$ cat src/hw/rtl/lru_key_cache_directory_core_assert.svh
// Assertion helpers used by the directory control block.
`ifndef LRU_KEY_CACHE_DIRECTORY_CORE_ASSERT_SVH
`define LRU_KEY_CACHE_DIRECTORY_CORE_ASSERT_SVH

// Same-cycle implication, disabled during reset.
`define LKCD_ASSERT_NOW(label, clk, rst, pre, post) \
   label: assert property (@(posedge clk) disable iff (rst) (pre) |-> (post)) \
      else $error("lkcd assertion failed");

// Next-cycle implication, disabled during reset.
`define LKCD_ASSERT_NEXT(label, clk, rst, pre, post) \
   label: assert property (@(posedge clk) disable iff (rst) (pre) |=> (post)) \
      else $error("lkcd assertion failed");

`endif

$ cat src/hw/rtl/lkcd_pkg.sv
package lkcd_pkg;

   // Fixed field widths
   localparam int LEN_BITS    = 20;
   localparam int STATUS_BITS = 2;
   localparam int SLOT_BITS   = 4;
   localparam int REQ_KEY_BITS = 64;

   // Parameter defaults
   localparam int DEF_ENTRIES    = 16;
   localparam int DEF_KEY_BITS   = 64;
   localparam int DEF_STAMP_BITS = 32;

   localparam logic [LEN_BITS-1:0] MAX_LEN_RESET = 20'd102400;

   // Operation codes
   localparam logic OP_LOOKUP = 1'b0;
   localparam logic OP_INSERT = 1'b1;

   // Response status codes
   localparam logic [STATUS_BITS-1:0] STATUS_HIT    = 2'd0;
   localparam logic [STATUS_BITS-1:0] STATUS_MISS   = 2'd1;
   localparam logic [STATUS_BITS-1:0] STATUS_STORED = 2'd2;
   localparam logic [STATUS_BITS-1:0] STATUS_REJECT = 2'd3;

   typedef enum logic [1:0] {
      ST_IDLE,
      ST_SWEEP,
      ST_DONE
   } state_type;

   // Flags carried cell to cell during a sweep
   typedef struct packed {
      logic active;
      logic found;
      logic have_inv;
   } sweep_flags_type;

   // Write-back command broadcast to the cells
   typedef struct packed {
      logic en;
      logic insert;
   } write_cmd_type;

endpackage

$ cat src/hw/rtl/lkcd_cell.sv
module lkcd_cell import lkcd_pkg::*; #(
   parameter int KEY_BITS   = DEF_KEY_BITS,
   parameter int STAMP_BITS = DEF_STAMP_BITS,
   parameter int IDX_BITS   = 4
) (
   input  logic                  clock,
   input  logic                  reset,
   // sweep from the previous cell
   input  sweep_flags_type       flags_in,
   input  logic [IDX_BITS-1:0]   pos_in,
   input  logic [STAMP_BITS-1:0] max_in,
   input  logic [STAMP_BITS-1:0] least_in,
   input  logic [IDX_BITS-1:0]   least_idx_in,
   input  logic [IDX_BITS-1:0]   found_idx_in,
   input  logic [LEN_BITS-1:0]   found_len_in,
   input  logic [IDX_BITS-1:0]   inv_idx_in,
   input  logic [KEY_BITS-1:0]   key_in,
   // sweep to the next cell
   output sweep_flags_type       flags_out,
   output logic [IDX_BITS-1:0]   pos_out,
   output logic [STAMP_BITS-1:0] max_out,
   output logic [STAMP_BITS-1:0] least_out,
   output logic [IDX_BITS-1:0]   least_idx_out,
   output logic [IDX_BITS-1:0]   found_idx_out,
   output logic [LEN_BITS-1:0]   found_len_out,
   output logic [IDX_BITS-1:0]   inv_idx_out,
   // write-back
   input  logic                  wr_sel,
   input  write_cmd_type         wr_cmd,
   input  logic [KEY_BITS-1:0]   wr_key,
   input  logic [LEN_BITS-1:0]   wr_len,
   input  logic [STAMP_BITS-1:0] wr_stamp
);

   // entry state
   logic                  valid_ff;
   logic [KEY_BITS-1:0]   key_ff;
   logic [LEN_BITS-1:0]   len_ff;
   logic [STAMP_BITS-1:0] stamp_ff;

   // sweep stage registers
   sweep_flags_type       flags_ff, flags_in_w;
   logic [IDX_BITS-1:0]   pos_ff, pos_in_w;
   logic [STAMP_BITS-1:0] max_ff, max_in_w;
   logic [STAMP_BITS-1:0] least_ff, least_in_w;
   logic [IDX_BITS-1:0]   least_idx_ff, least_idx_in_w;
   logic [IDX_BITS-1:0]   found_idx_ff, found_idx_in_w;
   logic [LEN_BITS-1:0]   found_len_ff, found_len_in_w;
   logic [IDX_BITS-1:0]   inv_idx_ff, inv_idx_in_w;

   logic match;

   // fold this entry into the running record
   always_comb begin
      match          = valid_ff && (key_ff == key_in);
      flags_in_w     = flags_in;
      pos_in_w       = IDX_BITS'(pos_in + 1'b1);
      max_in_w       = (stamp_ff > max_in) ? stamp_ff : max_in;
      least_in_w     = least_in;
      least_idx_in_w = least_idx_in;
      found_idx_in_w = found_idx_in;
      found_len_in_w = found_len_in;
      inv_idx_in_w   = inv_idx_in;
      // strict compare keeps the lowest index among equal stamps
      if (stamp_ff < least_in) begin
         least_in_w     = stamp_ff;
         least_idx_in_w = pos_in;
      end
      // first free entry wins
      if (!flags_in.have_inv && !valid_ff) begin
         flags_in_w.have_inv = 1'b1;
         inv_idx_in_w        = pos_in;
      end
      // last match wins, i.e. highest index
      if (match) begin
         flags_in_w.found = 1'b1;
         found_idx_in_w   = pos_in;
         found_len_in_w   = len_ff;
      end
   end

   // sweep stage
   always_ff @(posedge clock) begin
      if (reset) begin
         flags_ff <= '0;
      end else begin
         flags_ff <= flags_in_w;
      end
      pos_ff       <= pos_in_w;
      max_ff       <= max_in_w;
      least_ff     <= least_in_w;
      least_idx_ff <= least_idx_in_w;
      found_idx_ff <= found_idx_in_w;
      found_len_ff <= found_len_in_w;
      inv_idx_ff   <= inv_idx_in_w;
   end

   // entry update on write-back
   always_ff @(posedge clock) begin
      if (reset) begin
         valid_ff <= 1'b0;
         stamp_ff <= '0;
      end else if (wr_cmd.en && wr_sel) begin
         stamp_ff <= wr_stamp;
         if (wr_cmd.insert) begin
            valid_ff <= 1'b1;
         end
      end
      if (wr_cmd.en && wr_sel && wr_cmd.insert) begin
         key_ff <= wr_key;
         len_ff <= wr_len;
      end
   end

   assign flags_out     = flags_ff;
   assign pos_out       = pos_ff;
   assign max_out       = max_ff;
   assign least_out     = least_ff;
   assign least_idx_out = least_idx_ff;
   assign found_idx_out = found_idx_ff;
   assign found_len_out = found_len_ff;
   assign inv_idx_out   = inv_idx_ff;

endmodule

$ cat config.mk
export PLATFORM = sky130hd
export DESIGN_NAME = lkcd_cell
export DESIGN_NICKNAME = d
export VERILOG_FILES = /design/src/hw/rtl/lru_key_cache_directory_core_assert.svh /design/src/hw/rtl/lkcd_pkg.sv /design/src/hw/rtl/lkcd_cell.sv
export SDC_FILE = /design/constraint.sdc
export NUM_CORES = 1
export LEC_CHECK = 0
export CORE_MARGIN = 4
export CORE_UTILIZATION = 35
export DETAILED_ROUTE_END_ITERATION = 8
export DONT_BUFFER_PORTS = 1
export GPL_ROUTABILITY_DRIVEN = 0
export PLACE_DENSITY = 0.52
export SLEW_MARGIN = 10
export SYNTH_ARGS = -nofsm -noshare
export SYNTH_HDL_FRONTEND = slang
export SYNTH_SLANG_ARGS = --single-unit
$ cat constraint.sdc
create_clock -name clock -period 3.5 [get_ports clock]
set_input_delay 0.35 -clock clock [delete_from_list [all_inputs] [get_ports clock]]
set_output_delay 0.35 -clock clock [all_outputs]
set_load 0.05 [all_outputs]
==> metrics.txt, run 1 <==
Total Wirelength=28600 um; Worst Hold Launch=wr_stamp[11]; via count=6592; Ant. Diodes=0; Initial Util=0.355; delay of the slowest critical-path stage=0.56 ns; ys flop type=dfxtp_1; Setup crit end kind=register; pin count of the biggest net entering global routing=between 40 and 50; Crit Path Class=reg -> reg; Multi-input gate area=3620 um2; Avg Vias per Cell=4.85; CTS buffer count=24; most common library cells after synthesis=136 x dfxtp_1, 94 x mux2_2, 84 x edfxtp_1; Synth Instances=773; DRT antenna net count=0; #FFs+latches synth=220; Max Cap Viol=0; Layout Skew=roughly 0.012 ns; Final setup viols=0; layout cells sized above 1=0.137; Layout Nets=1358; Data required, critical path=~4 ns; Fill cells=2338; worst-skew pair later-pin latency=0.52 ns; Pins Over Slew Limit=0; Global Route Usage Sum=0.184; worst setup margin=0.215 ns; worst reg2reg path startpoint=key_ff[10]; WP data arrival=3.69 ns; Area Overhead vs Synth=37.0%; Mapped Nets=1125; initial antenna violation count=0; Syn Area/Cell=between 10 and 15 um2; status=finished, final reports clean; Max Root-Sink Buffers=3; Reg2Reg Setup Slack=0.22 ns; Synth top area share=0.295; LEAKAGE=5.24 nW; core area=26000 um2; most used cell, CP=nor4_1; Hold Path Depth=2; chip width=170 um; register area=5250 um2; Worst-Margin Slew=between 0.7 and 0.8 ns; vias in the first global route=7226; GR Overflow Total=0; DR WL/cell=21.1 um; clock slew at reported path FFs=0.06 ns; Min-Delay Path Class=in -> reg; Mapped Area=9230 um2; R2R cell count=9; ys async rst share=0; drt drc=0; slowest stage cell, crit path=dlygate4sd3_1; Final Hold Fails=0; top cells by area, synth=dfxtp_1 29%, edfxtp_1 27%, mux2_2 11%; cell taking the most area after synthesis=dfxtp_1; CTS sink cnt=220; CP Max Fanout=24; H-tree levels=1; library cells used by synthesis=38; clock root buffer master=clkbuf_16; Slew HR=0.474; Power Density=495 nW/um2; Synth warnings=0; maximum VDD drop=between 0.3 and 0.4 mV; Final TNS setup=0 ns; Post-CTS Setup Repair Bufs=0; startpoint types=register; TritonCTS clock tree=built; RSZ-0062 raised after global routing=no; Initial DRC Count=239; Pre-antenna DRT Iters=4; Die Y=about 170 um; Ports=~390; pre-CTS setup slack=about 0.45 ns; min cycle time layout=between 3 and 4 ns; dpl hpwl=around 20000 um; RR Endpoint=found_idx_out[1]; Worst Hold End=stamp_ff[11]; f_max=304 MHz; Total Power=0.00626 W; number of buffers added on ports=0; Post-synth EDFFs=84; Rows=59; Die ar.=29000 um2; final period utilization=0.938; most frequent cell after synthesis=dfxtp_1; post-synthesis sequential area ratio=0.568; first-pass GRT wire length=between 40000 and 50000 um; Cell Chain, Critical Path=xor2_1 -> nor4_1 -> nand2_1 -> nor4_1 -> nand4_1 -> nor4_4 -> buf_8 -> mux2_1 -> dlygate4sd3_1
[registers in the layout, summed over array words and instances, names as in the netlist]
name	cells
flags_out	3
found_idx_out	4
found_len_out	20
inv_idx_out	4
key_ff	64
least_idx_out	4
least_out	32
len_ff	20
max_out	32
pos_out	4
stamp_ff	32
valid_ff	1
[power breakdown]
part	internal [W]	total (W)	switching, W
clock	0.00142	0.00243	0.00100
sequential	0.00282	0.00323	0.000411
combinational	0.000355	0.000606	0.000251
[cell type report]
cell class | count | area share
Clock inverter | 5 | 0.00228
Multi-Input combinational cell | 455 | 0.286
Tap cell | 335 | 0.0332
Timing Repair Buffer | 226 | 0.182
Sequential cell | 220 | 0.415
Clock buffer | 39 | 0.0577
Inverter | 79 | 0.0235
[stage by stage]
stage          cell area [um2]  hold WS, ns  utilization  cells
6_report                 12600       0.0178        0.487   1359
5_1_grt                  12600      0.00553        0.487   1359
4_1_cts                  12600      0.00198        0.486   1359
3_5_place_dp              9660        0.409        0.372   1095
3_3_place_gp              9660        0.407        0.372   1095
2_1_floorplan             9230        0.407            -    773
[layer usage]
layer,vias up,track usage,part of all wire
met1,3084,0.209,0.38
met5,-,0,0
met3,38,0.0571,0.092
met2,287,0.336,0.51
li1,3183,-,-
met4,0,0.0483,0.022
[cell families after synthesis]
family                   count (synthesis)  share of synthesized area
buffers and inverters                   98                     0.0423
AO/OA/AOI/OAI                           99                     0.0625
multiplexers                            96                      0.117
flip-flops                             220                      0.568
XOR/XNOR                                54                     0.0512
adder cells (fa/ha/maj)                 64                     0.0868
AND/OR/NAND/NOR                        142                     0.0718
[worst max-delay path by stage]
stage / from / end / slack (ns) / depth (start not counted)
floorplan: wr_cmd[0] / key_ff[0] / 0.67 / 1
global placement: least_in[14] / least_out[12] / 0.49 / 10
detailed placement: least_in[14] / least_out[10] / 0.45 / 10
CTS: key_ff[10] / found_idx_out[1] / 0.13 / 9
global route: key_ff[10] / found_idx_out[1] / 0.03 / 9
finish: key_ff[10] / found_idx_out[1] / 0.22 / 9
[layout by cell type (no fill, tap or decap), drive strengths merged, types with 39 or more instances in the layout]
master / instances
dlygate4sd3: 219
dfxtp: 136
mux2: 96
edfxtp: 84
nand2: 80
inv: 80
ha: 64
a21oi: 60
xor2: 45
clkbuf: 39
[worst max-delay path, delay by kind of cell (launching register included)]
family / cells / cell delay [ns]
flops: 1 / 0.37
xor+xnor: 1 / 0.15
simple gates: 5 / 1.42
mux: 1 / 0.37
buf+inv: 2 / 0.83
[what timing repair did]
item | 4_1_cts | 5_1_grt
hold endpoints to repair | 220 | 0
gates resized for setup | 0 | 2
hold buffers | 220 | 0
endpoints found under the setup margin | 0 | 1
Power figures use the tool's default switching activity.
==> inputs of run 2 (changes only) <==
==> constraint.sdc (replaced) <==
create_clock -name clock -period 3.1 [get_ports clock]
set_input_delay 0.31 -clock clock [delete_from_list [all_inputs] [get_ports clock]]
set_output_delay 0.31 -clock clock [all_outputs]
set_load 0.05 [all_outputs]
==> run 2 against run 1 <==
  * Register-to-register slack better by 0.07 ns
  * Core utilization is 0.25 points higher
  * Clock skew hardly changed
  * Power is 15% higher
  * Maximum frequency is 17% higher
  * Critical endpoint is now least_out[1]
  * Largest cell class unchanged
  * Largest power group unchanged
==> metrics.txt, run 2 (same netlist as run 1, synthesis figures left out) <==
number of buffers added on ports=0 (unchanged); dpl hpwl=20300 um (+1.3%); f_max=356 MHz (+17%); Post-CTS Setup Repair Bufs=0 (unchanged); Biggest register=key_ff; Post-CTS Hold Fix Bufs=220 (unchanged); commonest non-fill, non-tap cell in the layout=dlygate4sd3_1; vias in the first global route=7026 (-2.8%); number of flip-flops in the largest register=64 (unchanged); clock slew at reported path FFs=0.06 ns (about the same); final period utilization=0.906 (-0.0321); initial antenna violation count=1 (+1); Final setup viols=0 (unchanged); layout cells sized above 1=0.141 (+0.00433); Power Density=564 nW/um2 (+14%); CP Buf/Inv Count=1 (-1); startpoint types=register; Internal Pwr Total=0.00532 W (+16%); worst-skew pair later-pin latency=0.51 ns (about the same); first-pass GRT wire length=40800 um (-1.7%); Rows=59 (unchanged); Seq pwr share=0.509 (-0.007); Max Cap Viol=0 (unchanged); Initial DRC Count=320 (+34%); slowest stage cell, crit path=or4_1; Layout Nets=1363 (+0.37%); clock root buffer master=clkbuf_16; delay of the slowest critical-path stage=0.53 ns (-0.03 ns); Die Y=170 um (unchanged); Placed Cells=1100 (+0.46%); Total Wirelength=28200 um (-1.5%); Data required, critical path=3.49 ns (-0.41 ns); Worst-Margin Slew=0.595 ns (-0.191 ns); status=finished, final reports clean; most frequent cells in the layout=219 x dlygate4sd3_1, 136 x dfxtp_1, 94 x mux2_2; Reg2Reg Setup Slack=0.29 ns (+0.07 ns); R2R cell count=9 (unchanged); H-tree levels=1 (unchanged); Max Root-Sink Buffers=3 (unchanged); Finished Layout Cells=1364 (+0.37%); Pre-antenna DRT Iters=5 (+1); number of gates resized after cts=0 (unchanged); core area=26000 um2 (unchanged); Clock Power Share=0.397 (+0.009); largest delay contributor family on the critical path=simple AND/OR/NAND/NOR gates; switch share=0.258 (-0.00848); Ports=391 (unchanged); Final TNS setup=0 ns (unchanged); min cycle time layout=2.81 ns (-0.475 ns); chip width=170 um (unchanged); Final Hold Fails=0 (unchanged); Net Switching=0.00185 W (+11%); CP Max Fanout=25 (+4.2%); via count=6658 (+1.0%); TritonCTS clock tree=built; Crit Path Class=reg -> reg; DRT antenna net count=0 (unchanged); Initial Util=0.355 (unchanged); CP Depth=9 (unchanged); Die ar.=29000 um2 (unchanged); Setup crit end kind=register; CTS sink cnt=220 (unchanged); LEAKAGE=5.28 nW (+0.69%); Comb pwr share=0.095 (-0.002); Global Route Usage Sum=0.181 (-0.00375); maximum VDD drop=0.412 mV (+22%); GR Overflow Total=0 (unchanged); Slew HR=0.603 (+0.129); Hold Path Depth=2 (unchanged); DR WL/cell=20.7 um (-1.8%); drt drc=0 (unchanged); RSZ-0062 raised after global routing=no; Min-Delay Path Class=in -> reg; Avg Vias per Cell=4.88 (+0.63%); Layout Skew=0.0117 ns (-0.000461 ns); pin count of the biggest net entering global routing=40 (-15%); CTS buffer count=24 (unchanged); Pins Over Slew Limit=0 (unchanged); WP data arrival=3.20 ns (-0.49 ns); Area Overhead vs Synth=37.7%; Cell Chain, Critical Path=ha_1 -> and3_1 -> nand3_1 -> or4_1 -> o21ai_0 -> o21ai_1 -> o311ai_4 -> buf_12 -> mux2_2
## run 2: layer usage
layer  wire length, um  vias up  global-route usage
li1                  -     3182                   -
met1             10600     3139               0.209
met2             14300      304               0.325
met3              2860       33              0.0590
met4               495        0              0.0389
met5                 0        -                   0
## run 2: final cells by class
type	count	area [um2]
timing repair buffer	231	2330
clock buffer	38	714
sequential	220	5250
tap	335	419
clock inverter	5	76.3
antenna	1	2.50
multi-input combinational	455	3620
fill	2318	13300
inverter	79	297
## run 2: path summary, 6_finish.rpt
| check | from | to |
|---|---|---|
| max | stamp_ff[13] | least_out[1] |
| min | pos_in[1] | pos_out[3] |
| max reg2reg | stamp_ff[13] | least_out[1] |
| min reg2reg | len_ff[1] | found_len_out[1] |
## run 2: power by group through the flow
stage	Sequential [W]	Combinational, W	Clock [W]
after global routing	0.00366	0.000750	0.00305
after floorplan	0.00366	0.000339	0
final	0.00365	0.000680	0.00284
after detailed placement	0.00371	0.000428	0
after CTS	0.00365	0.000683	0.00293
after global placement	0.00372	0.000423	0
## run 2: per-stage QoR
stage | setup slack, ns | hold WS [ns] | total power [W] | utilization | instance area [um2]
floorplan | 0.311 | 0.367 | 0.00400 | - | 9230
global placement | 0.273 | 0.367 | 0.00414 | 0.373 | 9700
detailed placement | 0.236 | 0.369 | 0.00414 | 0.373 | 9700
CTS | 0.213 | 0.0404 | 0.00726 | 0.489 | 12700
global route | 0.120 | 0.0520 | 0.00746 | 0.489 | 12700
finish | 0.290 | 0.0304 | 0.00717 | 0.489 | 12700
## run 2: worst reg2reg max path, delay by kind of cell (launching register included)
kind / cells / cell delay [ns]
adder cells (fa/ha/maj): 1 / 0.32
AO/OA/AOI/OAI: 3 / 0.58
multiplexers: 1 / 0.39
buffers and inverters: 1 / 0.24
AND/OR/NAND/NOR: 3 / 0.83
flip-flops: 1 / 0.35
==> inputs of run 3 (changes only) <==
--- a/config.mk
+++ b/config.mk
@@ -5,12 +5,11 @@
 export SDC_FILE = /design/constraint.sdc
 export NUM_CORES = 1
 export LEC_CHECK = 0
-export CORE_MARGIN = 4
 export CORE_UTILIZATION = 35
 export DETAILED_ROUTE_END_ITERATION = 8
 export DONT_BUFFER_PORTS = 1
 export GPL_ROUTABILITY_DRIVEN = 0
-export PLACE_DENSITY = 0.52
+export PLACE_DENSITY = 0.54
 export SLEW_MARGIN = 10
 export SYNTH_ARGS = -nofsm -noshare
 export SYNTH_HDL_FRONTEND = slang
==> constraint.sdc (replaced) <==
create_clock -name clock -period 3.12 [get_ports clock]
set_input_delay 0.312 -clock clock [delete_from_list [all_inputs] [get_ports clock]]
set_output_delay 0.312 -clock clock [all_outputs]
set_load 0.05 [all_outputs]
==> run 3 against run 2 <==
  * Sequential cell count stayed put
  * Final area up 0.65%
  * Sequential share of layout area decreased by 0.27 points
  * Die area decreased by 6.9%
  * First-iteration DRC count increased by 24%
  * Largest power group unchanged
  * Clock power increased by 5%
  * Core utilization rose by 0.32 points
  * Critical path type unchanged
==> metrics.txt, run 3 (same netlist as run 1, synthesis figures left out) <==
f_max=355 MHz (-0.16%); clock root buffer master=clkbuf_16; TritonCTS clock tree=built; DRT antenna net count=0 (unchanged); status=finished, final reports clean; worst-skew pair later-pin latency=0.53 ns (+0.02 ns); Layout Skew=0.0233 ns (+0.0116 ns); CTS buffer count=25 (+4.2%); Layout Nets=1366 (+0.22%); Initial Util=0.355 (unchanged); Top Layer Used=met4; Worst-Margin Slew=0.954 ns (+0.359 ns); clock slew at reported path FFs=0.06 ns (about the same); Crit Path Class=reg -> reg; Total Wirelength=28000 um (-0.68%); pin count of the biggest net entering global routing=59 (+48%); Pre-antenna DRT Iters=4 (-1); WL met3=2440 um (-15%); number of flip-flops in the largest register=64 (unchanged); Area Overhead vs Synth=38.6%; Post-CTS Setup Repair Bufs=0 (unchanged); number of gates resized after cts=0 (unchanged); post-layout util=0.492 (+0.00318); Slew HR=0.364 (-0.239); Global Route Usage Sum=0.196 (+0.0158); number of buffers added on ports=0 (unchanged); Max Cap Viol=0 (unchanged); min cycle time layout=2.81 ns (+0.00463 ns); Reg2Reg Setup Slack=0.31 ns (+0.02 ns); Total Power=0.00728 W (+1.5%); startpoint types=register; Hold Slack=0.0887 ns (+0.0583 ns); CP Max Fanout=11 (-56%); final period utilization=0.902 (-0.00433); metal2 WL=14600 um (+2.3%); CTS sink cnt=220 (unchanged); Avg Vias per Cell=4.84 (-0.81%); Min-Delay Path Class=in -> reg; Ports=391 (unchanged); RSZ-0062 raised after global routing=no; dpl hpwl=19200 um (-5.4%); vias in the first global route=6973 (-0.75%); M1 wire length=10400 um (-1.3%); drt drc=0 (unchanged); Fill cells=2287 (-1.3%); Initial DRC Count=398 (+24%); most frequent cells in the layout=221 x dlygate4sd3_1, 136 x dfxtp_1, 94 x mux2_2; commonest non-fill, non-tap cell in the layout=dlygate4sd3_1; first-pass GRT wire length=39600 um (-2.9%); H-tree levels=1 (unchanged); Rows=59 (unchanged); WP data arrival=3.21 ns (about the same); Placed Cells=1100 (unchanged); Data required, critical path=3.52 ns (+0.03 ns); layout cells sized above 1=0.149 (+0.00803); Post-CTS Hold Fix Bufs=222 (+0.91%); Max Root-Sink Buffers=3 (unchanged); maximum VDD drop=0.474 mV (+15%); Pins Over Slew Limit=0 (unchanged); via count=6638 (-0.30%); Power Density=569 nW/um2 (+0.87%); Setup crit end kind=register; initial antenna violation count=3 (+2); Biggest register=key_ff; GR Overflow Total=0 (unchanged); Die Y=164 um (-3.5%); core area=26000 um2 (unchanged); Final Hold Fails=0 (unchanged); Finished Layout Cells=1371 (+0.51%); chip width=164 um (-3.5%); DR WL/cell=20.4 um (-1.2%); Final setup viols=0 (unchanged); LEAKAGE=5.32 nW (+0.77%); Die ar.=27000 um2 (-6.9%); Final TNS setup=0 ns (unchanged)
[run 3: changes by cell type in the layout (fill, tap and decap cells not counted), sizes merged]
cell,delta
clkinv,+4
dlygate4sd3,+2
inv,+1
diode,+2
clkbuf,-3
clkinvlp,+2
bufinv,-1
[run 3: worst max-delay path: stages (launching register included)]
cell and delay (ns):
dfxtp_1 0.35, ha_1 0.31, and3_1 0.17, nand3_1 0.13, or4_1 0.54, o21ai_0 0.16, o21ai_1 0.11, o311ai_4 0.21
buf_4 0.34, mux2_2 0.37
[run 3: worst paths after layout]
check / cells after the start / startpoint / end
worst max-delay path: 9 / stamp_ff[13] / least_out[4]
worst min-delay path: 2 / reset / valid_ff
worst max register to register: 9 / stamp_ff[13] / least_out[4]
worst min register to register: 1 / len_ff[12] / found_len_out[12]
[run 3: metal layers]
metal / up-vias / GRT usage
met5: - / 0
met4: 0 / 0.0530
met3: 44 / 0.0550
met2: 292 / 0.364
met1: 3101 / 0.218
li1: 3201 / -
[run 3: layout make-up]
cell class	instances	area, um2	area share
sequential	220	5250	0.410
multi-input combinational	455	3620	0.283
timing repair buffer	233	2350	0.184
clock buffer	35	759	0.0594
tap	335	419	0.0328
inverter	79	297	0.0232
clock inverter	11	88.8	0.00695
antenna	3	7.51	0.000587
[run 3: through the flow]
step	cell area (um2)	setup slack [ns]
CTS	12800	0.268
detailed placement	9700	0.305
global route	12800	0.100
floorplan	9230	0.329
finish	12800	0.306
global placement	9700	0.381
[run 3: report_power, final]
part | leakage, nW | switching [W] | internal, W
clock network | 0.420 | 0.00119 | 0.00178
registers | 1.90 | 0.000459 | 0.00316
logic | 2.99 | 0.000283 | 0.000403
